[config.mk]
export PLATFORM = sky130hd
export DESIGN_NAME = msp_v1_frame_parser
export DESIGN_NICKNAME = d
export VERILOG_FILES = /design/src/rtl/core/msp_pkg.sv /design/src/rtl/core/msp_v1_frame_parser.sv /design/src/rtl/core/msp_step.sv
export SDC_FILE = /design/constraint.sdc
export NUM_CORES = 1
export LEC_CHECK = 0
export BUFFER_PORTS_ARGS = -buffer_cell sky130_fd_sc_hd__buf_2
export CAP_MARGIN = 20
export CORE_ASPECT_RATIO = 0.8
export CORE_MARGIN = 2
export CORE_UTILIZATION = 60
export CTS_BUF_LIST = sky130_fd_sc_hd__clkbuf_2 sky130_fd_sc_hd__clkbuf_4 sky130_fd_sc_hd__clkbuf_8
export DETAILED_ROUTE_END_ITERATION = 8
export PLACE_DENSITY = 0.82
export SYNTH_ARGS = -nofsm -noshare
export SYNTH_HDL_FRONTEND = slang
export SYNTH_HIERARCHICAL = 1
export SYNTH_SLANG_ARGS = --single-unit
[constraint.sdc]
create_clock -name aclk -period 3.1 [get_ports aclk]
set_input_delay 0.62 -clock aclk [delete_from_list [all_inputs] [get_ports aclk]]
set_output_delay 0.62 -clock aclk [all_outputs]
set_load 0.05 [all_outputs]
[src/rtl/core/msp_pkg.sv]
// Shared types and constants for the MSP v1 frame parser.
// Used by msp_step and msp_v1_frame_parser; no dependencies.
package msp_pkg;

    localparam logic [7:0] CH_START        = 8'h24;
    localparam logic [7:0] CH_M            = 8'h4D;
    localparam logic [7:0] CH_CMD          = 8'h3C;
    localparam logic [7:0] CH_REPLY        = 8'h3E;
    localparam logic [7:0] MAX_PAYLOAD_RST = 8'd192;

    typedef enum logic [5:0] {
        PH_IDLE     = 6'b000001,
        PH_START    = 6'b000010,
        PH_M        = 6'b000100,
        PH_HEADER   = 6'b001000,
        PH_PAYLOAD  = 6'b010000,
        PH_CHECKSUM = 6'b100000
    } phase_t;

    typedef enum logic [1:0] {
        EV_NONE   = 2'd0,
        EV_GOOD   = 2'd1,
        EV_BADSUM = 2'd2,
        EV_TOOBIG = 2'd3
    } event_t;

    typedef struct packed {
        phase_t     phase;
        logic [7:0] byte_count;
        logic [7:0] frame_length;
        logic [7:0] frame_command;
        logic [7:0] running_xor;
        logic       reply_flag;
    } state_t;

    typedef struct packed {
        logic       consumed;
        logic       payload_valid;
        logic [7:0] payload_byte;
        logic [7:0] payload_index;
        event_t     frame_event;
        logic       is_reply;
        logic [7:0] command;
        logic [7:0] payload_length;
    } result_t;

endpackage

[src/rtl/core/msp_v1_frame_parser.sv]
// Top level of the MSP v1 frame parser: input register, parser state, result register.
// Depends on msp_pkg and msp_step.
//
// Takes one received byte per transfer and returns exactly one result per byte. A byte
// passes through an input register and then a result register, from which its result
// is presented on the m_* outputs. One byte per cycle is sustained while the result
// side takes results. The parser state advances when a byte moves from the input
// register into the result register; a stalled result holds both stages. Payload bytes
// are reported as they arrive and are good only once a good-frame event follows. Write
// cfg_wr_en/cfg_wr_data only while no byte is in flight.
module msp_v1_frame_parser (
    input  logic       aclk,
    input  logic       aresetn,
    input  logic       cfg_wr_en,
    input  logic [7:0] cfg_wr_data,
    input  logic       s_valid,
    output logic       s_ready,
    input  logic [7:0] s_rx_byte,
    output logic       m_valid,
    input  logic       m_ready,
    output logic       m_consumed,
    output logic       m_payload_valid,
    output logic [7:0] m_payload_byte,
    output logic [7:0] m_payload_index,
    output logic [1:0] m_frame_event,
    output logic       m_is_reply,
    output logic [7:0] m_command,
    output logic [7:0] m_payload_length
);
    import msp_pkg::*;

    logic       in_valid_reg;
    logic [7:0] in_byte_reg;
    logic [7:0] max_payload_reg;
    logic       out_valid_reg;
    result_t    out_reg;
    state_t     state_reg;
    state_t     state_next;
    result_t    step_res;
    logic       advance;

    assign advance = in_valid_reg && (!out_valid_reg || m_ready);
    assign s_ready = !in_valid_reg || advance;

    msp_step u_step (
        .state_cur  (state_reg),
        .rx_byte    (in_byte_reg),
        .max_payload(max_payload_reg),
        .state_nxt  (state_next),
        .res        (step_res)
    );

    always_ff @(posedge aclk) begin
        if (!aresetn) begin
            max_payload_reg <= MAX_PAYLOAD_RST;
        end else if (cfg_wr_en) begin
            max_payload_reg <= cfg_wr_data;
        end
    end

    always_ff @(posedge aclk) begin
        if (!aresetn) begin
            in_valid_reg <= 1'b0;
        end else if (s_ready) begin
            in_valid_reg <= s_valid;
        end
    end

    always_ff @(posedge aclk) begin
        if (s_valid && s_ready) begin
            in_byte_reg <= s_rx_byte;
        end
    end

    always_ff @(posedge aclk) begin
        if (!aresetn) begin
            state_reg.phase         <= PH_IDLE;
            state_reg.byte_count    <= 8'd0;
            state_reg.frame_length  <= 8'd0;
            state_reg.frame_command <= 8'd0;
            state_reg.running_xor   <= 8'd0;
            state_reg.reply_flag    <= 1'b0;
        end else if (advance) begin
            state_reg <= state_next;
        end
    end

    always_ff @(posedge aclk) begin
        if (!aresetn) begin
            out_valid_reg <= 1'b0;
        end else if (advance) begin
            out_valid_reg <= 1'b1;
        end else if (m_ready) begin
            out_valid_reg <= 1'b0;
        end
    end

    always_ff @(posedge aclk) begin
        if (advance) begin
            out_reg <= step_res;
        end
    end

    assign m_valid          = out_valid_reg;
    assign m_consumed       = out_reg.consumed;
    assign m_payload_valid  = out_reg.payload_valid;
    assign m_payload_byte   = out_reg.payload_byte;
    assign m_payload_index  = out_reg.payload_index;
    assign m_frame_event    = out_reg.frame_event;
    assign m_is_reply       = out_reg.is_reply;
    assign m_command        = out_reg.command;
    assign m_payload_length = out_reg.payload_length;

`ifndef SYNTHESIS
    a_payload_count_in_range: assert property (@(posedge aclk) disable iff (!aresetn)
        state_reg.phase == PH_PAYLOAD |-> state_reg.byte_count < state_reg.frame_length)
        else $error("payload byte count reached frame length while in payload phase");

    a_payload_len_legal: assert property (@(posedge aclk) disable iff (!aresetn)
        state_reg.phase == PH_PAYLOAD |-> state_reg.frame_length != 8'd0)
        else $error("payload phase entered with an empty frame length");

    a_index_below_length: assert property (@(posedge aclk) disable iff (!aresetn)
        out_valid_reg && out_reg.payload_valid |->
            (out_reg.payload_index < out_reg.payload_length && out_reg.frame_event == EV_NONE))
        else $error("payload result inconsistent with its frame header");

    a_event_returns_idle: assert property (@(posedge aclk) disable iff (!aresetn)
        advance && step_res.frame_event != EV_NONE |=> state_reg.phase == PH_IDLE)
        else $error("parser not idle after a frame event");
`endif

endmodule

[src/rtl/core/msp_step.sv]
// Next-state and result logic for one received byte of the MSP v1 parser.
// Depends on msp_pkg.
module msp_step (
    input  msp_pkg::state_t  state_cur,
    input  logic [7:0]       rx_byte,
    input  logic [7:0]       max_payload,
    output msp_pkg::state_t  state_nxt,
    output msp_pkg::result_t res
);
    import msp_pkg::*;

    logic [7:0] cnt_inc;
    logic [7:0] xor_nxt;

    assign cnt_inc = state_cur.byte_count + 8'd1;
    assign xor_nxt = state_cur.running_xor ^ rx_byte;

    always_comb begin
        state_nxt = state_cur;
        res = '0;
        res.consumed = 1'b1;
        res.frame_event = EV_NONE;

        case (state_cur.phase)
            PH_START: begin
                state_nxt.byte_count = 8'd0;
                state_nxt.running_xor = 8'd0;
                state_nxt.phase = (rx_byte == CH_M) ? PH_M : PH_IDLE;
            end
            PH_M: begin
                if (rx_byte == CH_CMD) begin
                    state_nxt.reply_flag = 1'b0;
                    state_nxt.phase = PH_HEADER;
                end else if (rx_byte == CH_REPLY) begin
                    state_nxt.reply_flag = 1'b1;
                    state_nxt.phase = PH_HEADER;
                end else begin
                    state_nxt.phase = PH_IDLE;
                end
            end
            PH_HEADER: begin
                state_nxt.running_xor = xor_nxt;
                if (state_cur.byte_count == 8'd0) begin
                    state_nxt.frame_length = rx_byte;
                    state_nxt.byte_count = 8'd1;
                end else begin
                    state_nxt.frame_command = rx_byte;
                    state_nxt.byte_count = 8'd0;
                    if (state_cur.frame_length > max_payload) begin
                        res.frame_event = EV_TOOBIG;
                        state_nxt.phase = PH_IDLE;
                    end else if (state_cur.frame_length != 8'd0) begin
                        state_nxt.phase = PH_PAYLOAD;
                    end else begin
                        state_nxt.phase = PH_CHECKSUM;
                    end
                end
            end
            PH_PAYLOAD: begin
                state_nxt.running_xor = xor_nxt;
                res.payload_valid = 1'b1;
                res.payload_byte = rx_byte;
                res.payload_index = state_cur.byte_count;
                state_nxt.byte_count = cnt_inc;
                if (cnt_inc == state_cur.frame_length) begin
                    state_nxt.phase = PH_CHECKSUM;
                end
            end
            PH_CHECKSUM: begin
                res.frame_event = (state_cur.running_xor == rx_byte) ? EV_GOOD : EV_BADSUM;
                state_nxt.phase = PH_IDLE;
            end
            default: begin
                if (rx_byte == CH_START) begin
                    state_nxt.phase = PH_START;
                end else begin
                    state_nxt.phase = PH_IDLE;
                    res.consumed = 1'b0;
                end
            end
        endcase

        res.is_reply = state_nxt.reply_flag;
        res.command = state_nxt.frame_command;
        res.payload_length = state_nxt.frame_length;
    end

endmodule

==> results of run 1 <==
[per-layer routing]
metal,GRT usage [%],vias up,wire length (um)
li1,-,1756,-
met1,29.37,1667,4134
met2,37.55,150,4596
met3,3.882,20,663
met4,9.337,0,194
met5,0,-,0
[metrics by stage]
step / cell area, um^2 / setup WS (ps) / hold slack [ps] / power, W / util [%]
floorplan: 4837 / 923.0 / 431.3 / 0.001516 / -
global placement: 5052 / 793.4 / 439.5 / 0.001560 / 64.17
detailed placement: 5052 / 711.1 / 454.2 / 0.001565 / 64.17
CTS: 5264 / 685.2 / 414.4 / 0.002410 / 66.85
global route: 5264 / 547.5 / 413.2 / 0.002460 / 66.85
finish: 5264 / 694.5 / 429.7 / 0.002384 / 66.85
[critical path: stages, from the launching register on]
cell and delay [ps]:
dfxtp_1 390, inv_1 100, ha_1 130, or4b_4 460, nor4_4 230, or2_1 430, mux2_1 400
[cell type report]
type                            count  area [um^2]  area share, %
Inverter                           19        71.32          1.355
Tap cell                          108        135.1          2.567
Multi-Input combinational cell    342         2161          41.05
Timing Repair Buffer               65        352.8          6.703
Sequential cell                    94         2332          44.31
Clock buffer                        9        123.9          2.353
Clock inverter                      7        87.58          1.664
[where the power goes]
| part | internal, W | total [W] | switching, W |
|---|---|---|---|
| Clock | 0.000393 | 0.000847 | 0.000455 |
| Sequential | 0.00133 | 0.00135 | 0.0000216 |
| Combinational | 0.0000570 | 0.000188 | 0.000131 |
| Total | 0.00178 | 0.00238 | 0.000608 |
[path summary, 6_finish.rpt]
path,end,slack [ps]
max,m_command[4],690
min,in_byte_reg[2],430
min reg2reg,state_reg[16],460
max reg2reg,m_command[4],690
[logic make-up (layout without fill, tap and decap cells)]
| logic type | after synthesis | in the layout | synth area share, % |
|---|---|---|---|
| multiplexers | 59 | 59 | 12.65 |
| adder cells (fa/ha/maj) | 10 | 10 | 2.587 |
| XOR/XNOR | 15 | 15 | 2.716 |
| flip-flops | 94 | 94 | 48.22 |
| AND/OR/NAND/NOR | 200 | 200 | 19.66 |
| buffers and inverters | 60 | 100 | 7.113 |
| AO/OA/AOI/OAI | 58 | 58 | 7.062 |
[cells in the final DEF, fill, tap and decap left out, types with 11 or more instances in the layout]
master | Yosys | final
and2_1 | 11 | 11
buf_2 | 8 | 59
dfxtp_1 | 49 | 49
edfxtp_1 | 45 | 45
inv_1 | 17 | 17
mux2i_1 | 48 | 48
nand2_1 | 111 | 111
nand2b_1 | 11 | 11
nand3_1 | 12 | 12
nor2_1 | 19 | 19
nor2b_1 | 13 | 13
o21ai_0 | 36 | 36
==> results.yml, run 1 <==
min_path:
  worstHoldPathCells: 1
  worstHoldPathType: "input pin to flip-flop"
  hold_start: "s_rx_byte[2]"
clock_tree:
  post_cts_buffers: 0
  cts_root_buffer: "clkbuf_8"
  clk_pin_slew_ps: 100
  ctsLongestPathBuffers: 2
  insertion_delay_ps: 360
  cts.repair.resized: 0
  cts_buffers: 9
  cts_tree: "built"
  cts.sinks: 94
  ctsHtreeMaxLevel: 3
  hold_buffers: 0
sta:
  max_freq_mhz: 415.7
  maxSlewViolCount: 0
  max-slew-margin-rel_pct: 52.77
  rsz0062_at_grt: "no"
  skew_ps: 5.360
  period_minus_slack_ps: 2405
  tns_ps: 0
  finalSetupViolCount: 0
  layout_worst_path_cycle_share_pct: 77.60
  hold_viol_final: 0
  tightest_slew_ps: 702.0
place:
  dp_cells: 628
  portBuffers: 59
  gp_congestion: 0.8586
  place_hpwl_um: 6564
global_routing:
  grt-ovfl-total: 0
  antenna_found_initial: 0
  grt_usage_pct: 22.54
  grt_pass1_vias: 3355
  grt_max_degree: 56
  grt_pass1_wl_um: 15880
worst_setup_path:
  end_kind: "flip-flop"
  required_ps: 3210
  path_max_fanout: 11
  path_class: "flip-flop to flip-flop"
  start_kind: "flip-flop"
  reg2reg_depth: 6
  worstSetupStartpoint: "state_reg[25]"
  r2r-start: "state_reg[25]"
  arrival_ps: 2510
synth:
  synth_top_cell_by_area: "edfxtp_1"
  synth.distinct_cells: 51
  synthTopCellsByArea: "edfxtp_1, dfxtp_1, mux2i_1"
  async_flop_share_pct: 0
  synth-edff-count: 45
  synth_top_area_share_pct: 27.94
  yosysMostFrequentCell: "nand2_1"
  syn-num-nets: 527
  syn_area_um2: 4837
  seq_area_frac_synth_pct: 48.22
  synthTopCellsByCount: "nand2_1, dfxtp_1, mux2i_1, edfxtp_1, o21ai_0"
  ys.flop_type: "dfxtp_1"
  yosysWarningCount: 6
  syn_inst: 496
  syn-mean-instance-area_um2: 9.752
  synth-seq-cells: 94
finish:
  n_fill_cell: 616
  largest_reg_flops: 39
  final_cells: 644
  diodes: 0
  areaGrowthSynthToFinish_pct: 8.821
  layout.nets: 562
  drive_gt1_share_pct: 17.72
status:
  outcome: "complete, no violations"
detailed_routing:
  wl_per_cell_um: 14.89
  dr.first_iter.drc_count: 215
  drc: 0
  drt_first_pass_iters: 5
  vias: 3593
  wl_um: 9588
  vias_per_cell: 5.579
  antenna_left: 0
power_and_ir_drop:
  power_density_nw_per_um2: 452.8
  p_leak_nw: 2.063
  peakVddDrop_v: 0.0002657
run:
  drv_cap: 0
floorplanning:
  die-area_um2: 8801
  die_w_um: 104.4
  start_util_pct: 61.43
  chipHeight_um: 84.31
  ios: 60
  row_count: 29
  core_area_um2: 7874
No activity file was read; power rests on OpenSTA's default activity.
==> run 2, diff against run 1 <==
Clock period 3.1 ns to 2.3 ns, I/O delays scaled along.
==> results.yml, run 2 (synthesis gave the netlist of run 1 again) <==
finish:
  layout.nets: 575
  n_fill_cell: 624
  ff_latch_area_um2: 2332
  layout_common_cells: "nand2_1, buf_2, dfxtp_1"
  final_cells: 657
  drive_gt1_share_pct: 20.04
  layout_commonest_cell: "nand2_1"
  diodes: 0
  areaGrowthSynthToFinish_pct: 10.37
  largest_reg_flops: 39
  multi_input_area_um2: 2175
  final_cell_area_um2: 5339
  post-route-util_pct: 67.81
power_and_ir_drop:
  p_leak_nw: 2.122
  power_density_nw_per_um2: 583.0
  peakVddDrop_v: 0.0003780
floorplanning:
  die_w_um: 104.4
  ios: 60
  chipHeight_um: 84.31
  core_area_um2: 7874
  die-area_um2: 8801
  start_util_pct: 61.43
  row_count: 29
detailed_routing:
  drt_first_pass_iters: 5
  wl_per_cell_um: 15.16
  wl_um: 9958
  vias_per_cell: 5.553
  vias: 3648
  drc: 0
  antenna_left: 0
  dr.first_iter.drc_count: 224
place:
  gp_congestion: 0.9402
  postPlaceCellArea_um2: 5137
  portBuffers: 59
  dp_cells: 641
  place_hpwl_um: 7124
  preCtsSetupSlack_ps: 73.46
worst_setup_path:
  start_kind: "flip-flop"
  end_kind: "flip-flop"
  ff2ff_setup_slack_ps: 160
  r2r-start: "in_byte_reg[4]"
  reg2reg_depth: 5
  timing.rr.end: "m_frame_event[1]"
  cp_slowest_stage_delay_ps: 550
  crit_chain: "xor2_1 -> a221oi_1 -> o2111ai_1 -> nor4_1 -> o21ai_0"
  path_class: "flip-flop to flip-flop"
  path_max_fanout: 8
  required_ps: 2390
  slowest_stage: "edfxtp_1"
  arrival_ps: 2230
clock_tree:
  cts.sinks: 94
  post_cts_buffers: 0
  cts_tree: "built"
  ctsHtreeMaxLevel: 3
  hold_buffers: 0
  cts_root_buffer: "clkbuf_8"
  ctsLongestPathBuffers: 2
  clk_pin_slew_ps: 90
  insertion_delay_ps: 370
  cts_buffers: 9
sta:
  max-slew-margin-rel_pct: 50.37
  hold_viol_final: 0
  maxSlewViolCount: 0
  skew_ps: 11.94
  tns_ps: 0
  layout_worst_path_cycle_share_pct: 92.98
  max_freq_mhz: 467.6
  period_minus_slack_ps: 2139
  rsz0062_at_grt: "no"
  finalWorstSetupSlack_ps: 161.4
  finalSetupViolCount: 0
  tightest_slew_ps: 737.6
min_path:
  worstHoldPathType: "input pin to flip-flop"
  hold_start: "s_rx_byte[0]"
  worstHoldPathCells: 1
  min_to: "in_byte_reg[0]"
global_routing:
  grt_pass1_vias: 3470
  grt_max_degree: 43
  grt_usage_pct: 23.53
  grtUsageMet1_pct: 31.52
  grt_pass1_wl_um: 16550
  antenna_found_initial: 0
  grt-ovfl-total: 0
  gr-usage-met3_pct: 5.745
  grt-busiest-layer: "met2"
  grtUsageMet2_pct: 37.73
status:
  outcome: "complete, no violations"
run:
  drv_cap: 0
==> run 2: cell count changes in the layout (fill, tap and decap cells not counted), sizes merged <==
cell,change
buf,+13
clkinv,-1
bufinv,-1
clkinvlp,+2
==> run 2: final cells by class <==
class / count / share of cell area [%]
sequential: 94 / 43.68
multi-input combinational: 342 / 40.73
timing repair buffer: 78 / 8.202
tap: 108 / 2.531
clock buffer: 9 / 2.320
inverter: 19 / 1.336
clock inverter: 7 / 1.195
==> run 2: critical path: cells and delay by family (launching register included) <==
family	cells	cell delay [ps]
xor+xnor	1	220
simple gates	1	490
flops	1	550
compound gates	3	590
==> run 2: through the flow <==
| stage | hold slack [ps] | power [W] |
|---|---|---|
| after floorplan | 431.3 | 0.002043 |
| after global placement | 439.0 | 0.002102 |
| after detailed placement | 448.1 | 0.002111 |
| after CTS | 256.5 | 0.003141 |
| after global routing | 245.0 | 0.003241 |
| final | 264.2 | 0.003112 |
==> run 2: worst max-delay path by stage <==
stage,startpoint,end,slack [ps],depth (start not counted)
3_5_place_dp,state_reg[26],state_reg[16],70,8
6_report,in_byte_reg[4],m_frame_event[1],160,5
4_1_cts,state_reg[26],state_reg[16],50,8
3_3_place_gp,state_reg[26],m_command[1],170,6
5_1_grt,state_reg[25],state_reg[38],40,9
2_1_floorplan,state_reg[25],state_reg[12],120,10
==> run 2: repair_timing <==
| action | CTS | global route |
|---|---|---|
| hold endpoints to repair | 0 | 0 |
| setup endpoints to repair | 0 | 22 |
| gates resized for setup | 0 | 6 |
==> run 2: power by group <==
group / switching [W] / total [W] / internal (W)
Sequential: 0.0000267 / 0.00181 / 0.00179
Combinational: 0.000181 / 0.000258 / 0.0000773
Clock: 0.000622 / 0.00104 / 0.000417
==> run 2: metal layers <==
layer  vias up  part of all wire, %
li1       1781                    -
met1      1689                   44
met2       162                   46
met3        16                  7.8
met4         0                  2.2
met5         -                    0
==> run 3, diff against run 2 <==
--- a/config.mk
+++ b/config.mk
@@ -7,2 +7,3 @@
 export LEC_CHECK = 0
+export ABC_AREA = 1
 export BUFFER_PORTS_ARGS = -buffer_cell sky130_fd_sc_hd__buf_2
==> constraint.sdc (replaced) <==
create_clock -name aclk -period 2.3 [get_ports aclk]
set_input_delay 0.23 -clock aclk [delete_from_list [all_inputs] [get_ports aclk]]
set_output_delay 0.23 -clock aclk [all_outputs]
set_load 0.05 [all_outputs]
==> results.yml, run 3 <==
synth:
  synth_top_area_share_pct: 26.37
  seq_area_frac_synth_pct: 45.52
  syn_inst: 647
  yosysWarningCount: 6
  syn-num-nets: 678
  ys.flop_type: "dfxtp_1"
  synthTopCellsByArea: "edfxtp_1, dfxtp_1, nand2_1"
  synthTopCellsByCount: "nand2_1, nor2_1, inv_1, nand3_1, dfxtp_1"
  syn-mean-instance-area_um2: 7.919
  syn_area_um2: 5124
  synth_top_cell_by_area: "edfxtp_1"
  async_flop_share_pct: 0
  yosysMostFrequentCell: "nand2_1"
  synth.distinct_cells: 37
  synth-seq-cells: 94
  synth-edff-count: 45
floorplanning:
  die_w_um: 107.3
  core_area_um2: 8371
  chipHeight_um: 86.66
  row_count: 30
  start_util_pct: 61.21
  ios: 60
  die-area_um2: 9299
sta:
  skew_ps: 9.846
  layout_worst_path_cycle_share_pct: 83.28
  fin_hold_ws_ps: 28.32
  hold_viol_final: 0
  finalSetupViolCount: 0
  max_freq_mhz: 522.1
  tns_ps: 0
  max-slew-margin-rel_pct: 45.16
  tightest_slew_ps: 822.7
  rsz0062_at_grt: "no"
  finalWorstSetupSlack_ps: 384.6
  maxSlewViolCount: 0
  period_minus_slack_ps: 1915
finish:
  final_cells: 795
  layout_common_cells: "nand2_1, nor2_1, inv_1"
  drive_gt1_share_pct: 17.28
  layout_commonest_cell: "nand2_1"
  largest_reg_flops: 39
  layout.nets: 709
  areaGrowthSynthToFinish_pct: 7.814
  ff_latch_area_um2: 2335
  multi_input_area_um2: 2148
  post-route-util_pct: 65.99
  diodes: 0
  n_fill_cell: 692
place:
  gp_congestion: 0.8683
  dp_cells: 779
  preCtsSetupSlack_ps: 341.3
  portBuffers: 59
  place_hpwl_um: 7631
clock_tree:
  cts.sinks: 94
  cts_buffers: 9
  clk_pin_slew_ps: 90
  ctsLongestPathBuffers: 2
  hold_buffers: 0
  cts_tree: "built"
  insertion_delay_ps: 370
  cts_root_buffer: "clkbuf_8"
  ctsHtreeMaxLevel: 3
status:
  outcome: "complete, no violations"
global_routing:
  antenna_found_initial: 0
  grt_max_degree: 79
  grt_pass1_vias: 4001
  grt-ovfl-total: 0
  grt_pass1_wl_um: 18330
  grt_usage_pct: 25.18
detailed_routing:
  dr.first_iter.drc_count: 289
  drt_first_pass_iters: 5
  wl_um: 11220
  drc: 0
  vias_per_cell: 5.483
  wl_met2_um: 5488
  dr_wl_met3_um: 864
  routed.top_layer: "met4"
  wl_met1_um: 4645
  vias: 4359
  wl_per_cell_um: 14.11
  antenna_left: 0
worst_setup_path:
  end_kind: "flip-flop"
  required_ps: 2600
  path_class: "flip-flop to flip-flop"
  start_kind: "flip-flop"
  path_max_fanout: 19
  reg2reg_depth: 9
  arrival_ps: 2220
power_and_ir_drop:
  power_density_nw_per_um2: 685.4
  peakVddDrop_v: 0.0003994
  p_leak_nw: 2.395
min_path:
  worstHoldPathCells: 1
  worstHoldPathType: "input pin to flip-flop"
run:
  drv_cap: 0
[run 3: cell types whose count changed after synthesis, sizes merged, moves of 7 or more]
cell | before | now
nand3 | 12 | 76
mux2i | 48 | 0
a21oi | 4 | 54
nand2b | 12 | 0
o21ai | 36 | 29
and2 | 12 | 0
nor2 | 20 | 98
nand4 | 4 | 11
buf | 32 | 42
nor2b | 14 | 0
inv | 18 | 90
mux2 | 11 | 0
clkbuf | 9 | 2
[run 3: logic make-up after synthesis]
kind of cell	count (synthesis)	share of synthesized area (%)
buffers and inverters	134	12.55
adder cells (fa/ha/maj)	10	2.442
XOR/XNOR	10	1.710
AO/OA/AOI/OAI	89	9.939
flip-flops	94	45.52
AND/OR/NAND/NOR	310	27.84
[run 3: what timing repair did]
action,4_1_cts,5_1_grt
buffers inserted,0,0
endpoints found under the setup margin,0,1
resized for setup,0,1
hold endpoints to repair,0,0
[run 3: final cells by class]
type | count | area share, %
tap | 112 | 2.537
inverter | 90 | 6.161
multi-input combinational | 419 | 38.89
clock buffer | 11 | 2.627
clock inverter | 5 | 1.495
timing repair buffer | 64 | 6.025
sequential | 94 | 42.27
[run 3: stage by stage]
step                cell area, um^2  total power, W
floorplan                      5124        0.002473
global placement               5295        0.002554
detailed placement             5295        0.002583
global route                   5524        0.003964
CTS                            5523        0.003812
finish                         5524        0.003786
[run 3: path summary, 6_finish.rpt]
| path | from | to | slack (ps) |
|---|---|---|---|
| worst min-delay path | s_rx_byte[0] | in_byte_reg[0] | 30 |
| worst max register to register | state_reg[33] | state_reg[13] | 380 |
| worst min register to register | max_payload_reg[6] | max_payload_reg[6] | 470 |
| worst max-delay path | state_reg[33] | state_reg[13] | 380 |
[run 3: routing by layer]
metal	global-route usage, %	up-vias
met5	0	-
met4	10.04	0
met3	6.241	24
met2	41.37	198
met1	32.17	1992
li1	-	2145
[run 3: report_power, final]
part | internal (W) | switching (W)
Combinational | 0.000197 | 0.000419
Sequential | 0.00185 | 0.0000843
Clock | 0.000658 | 0.000575
Total | 0.00271 | 0.00108
[run 3: worst max-delay path: stages, from the launching register on]
cell and delay [ps]:
dfxtp_1 350, nor2_2 210, nand4_2 230, nor2_4 470, nor2_1 70, a21oi_1 190, inv_1 60, nand3_1 80
nand2_1 60, nor2_1 120
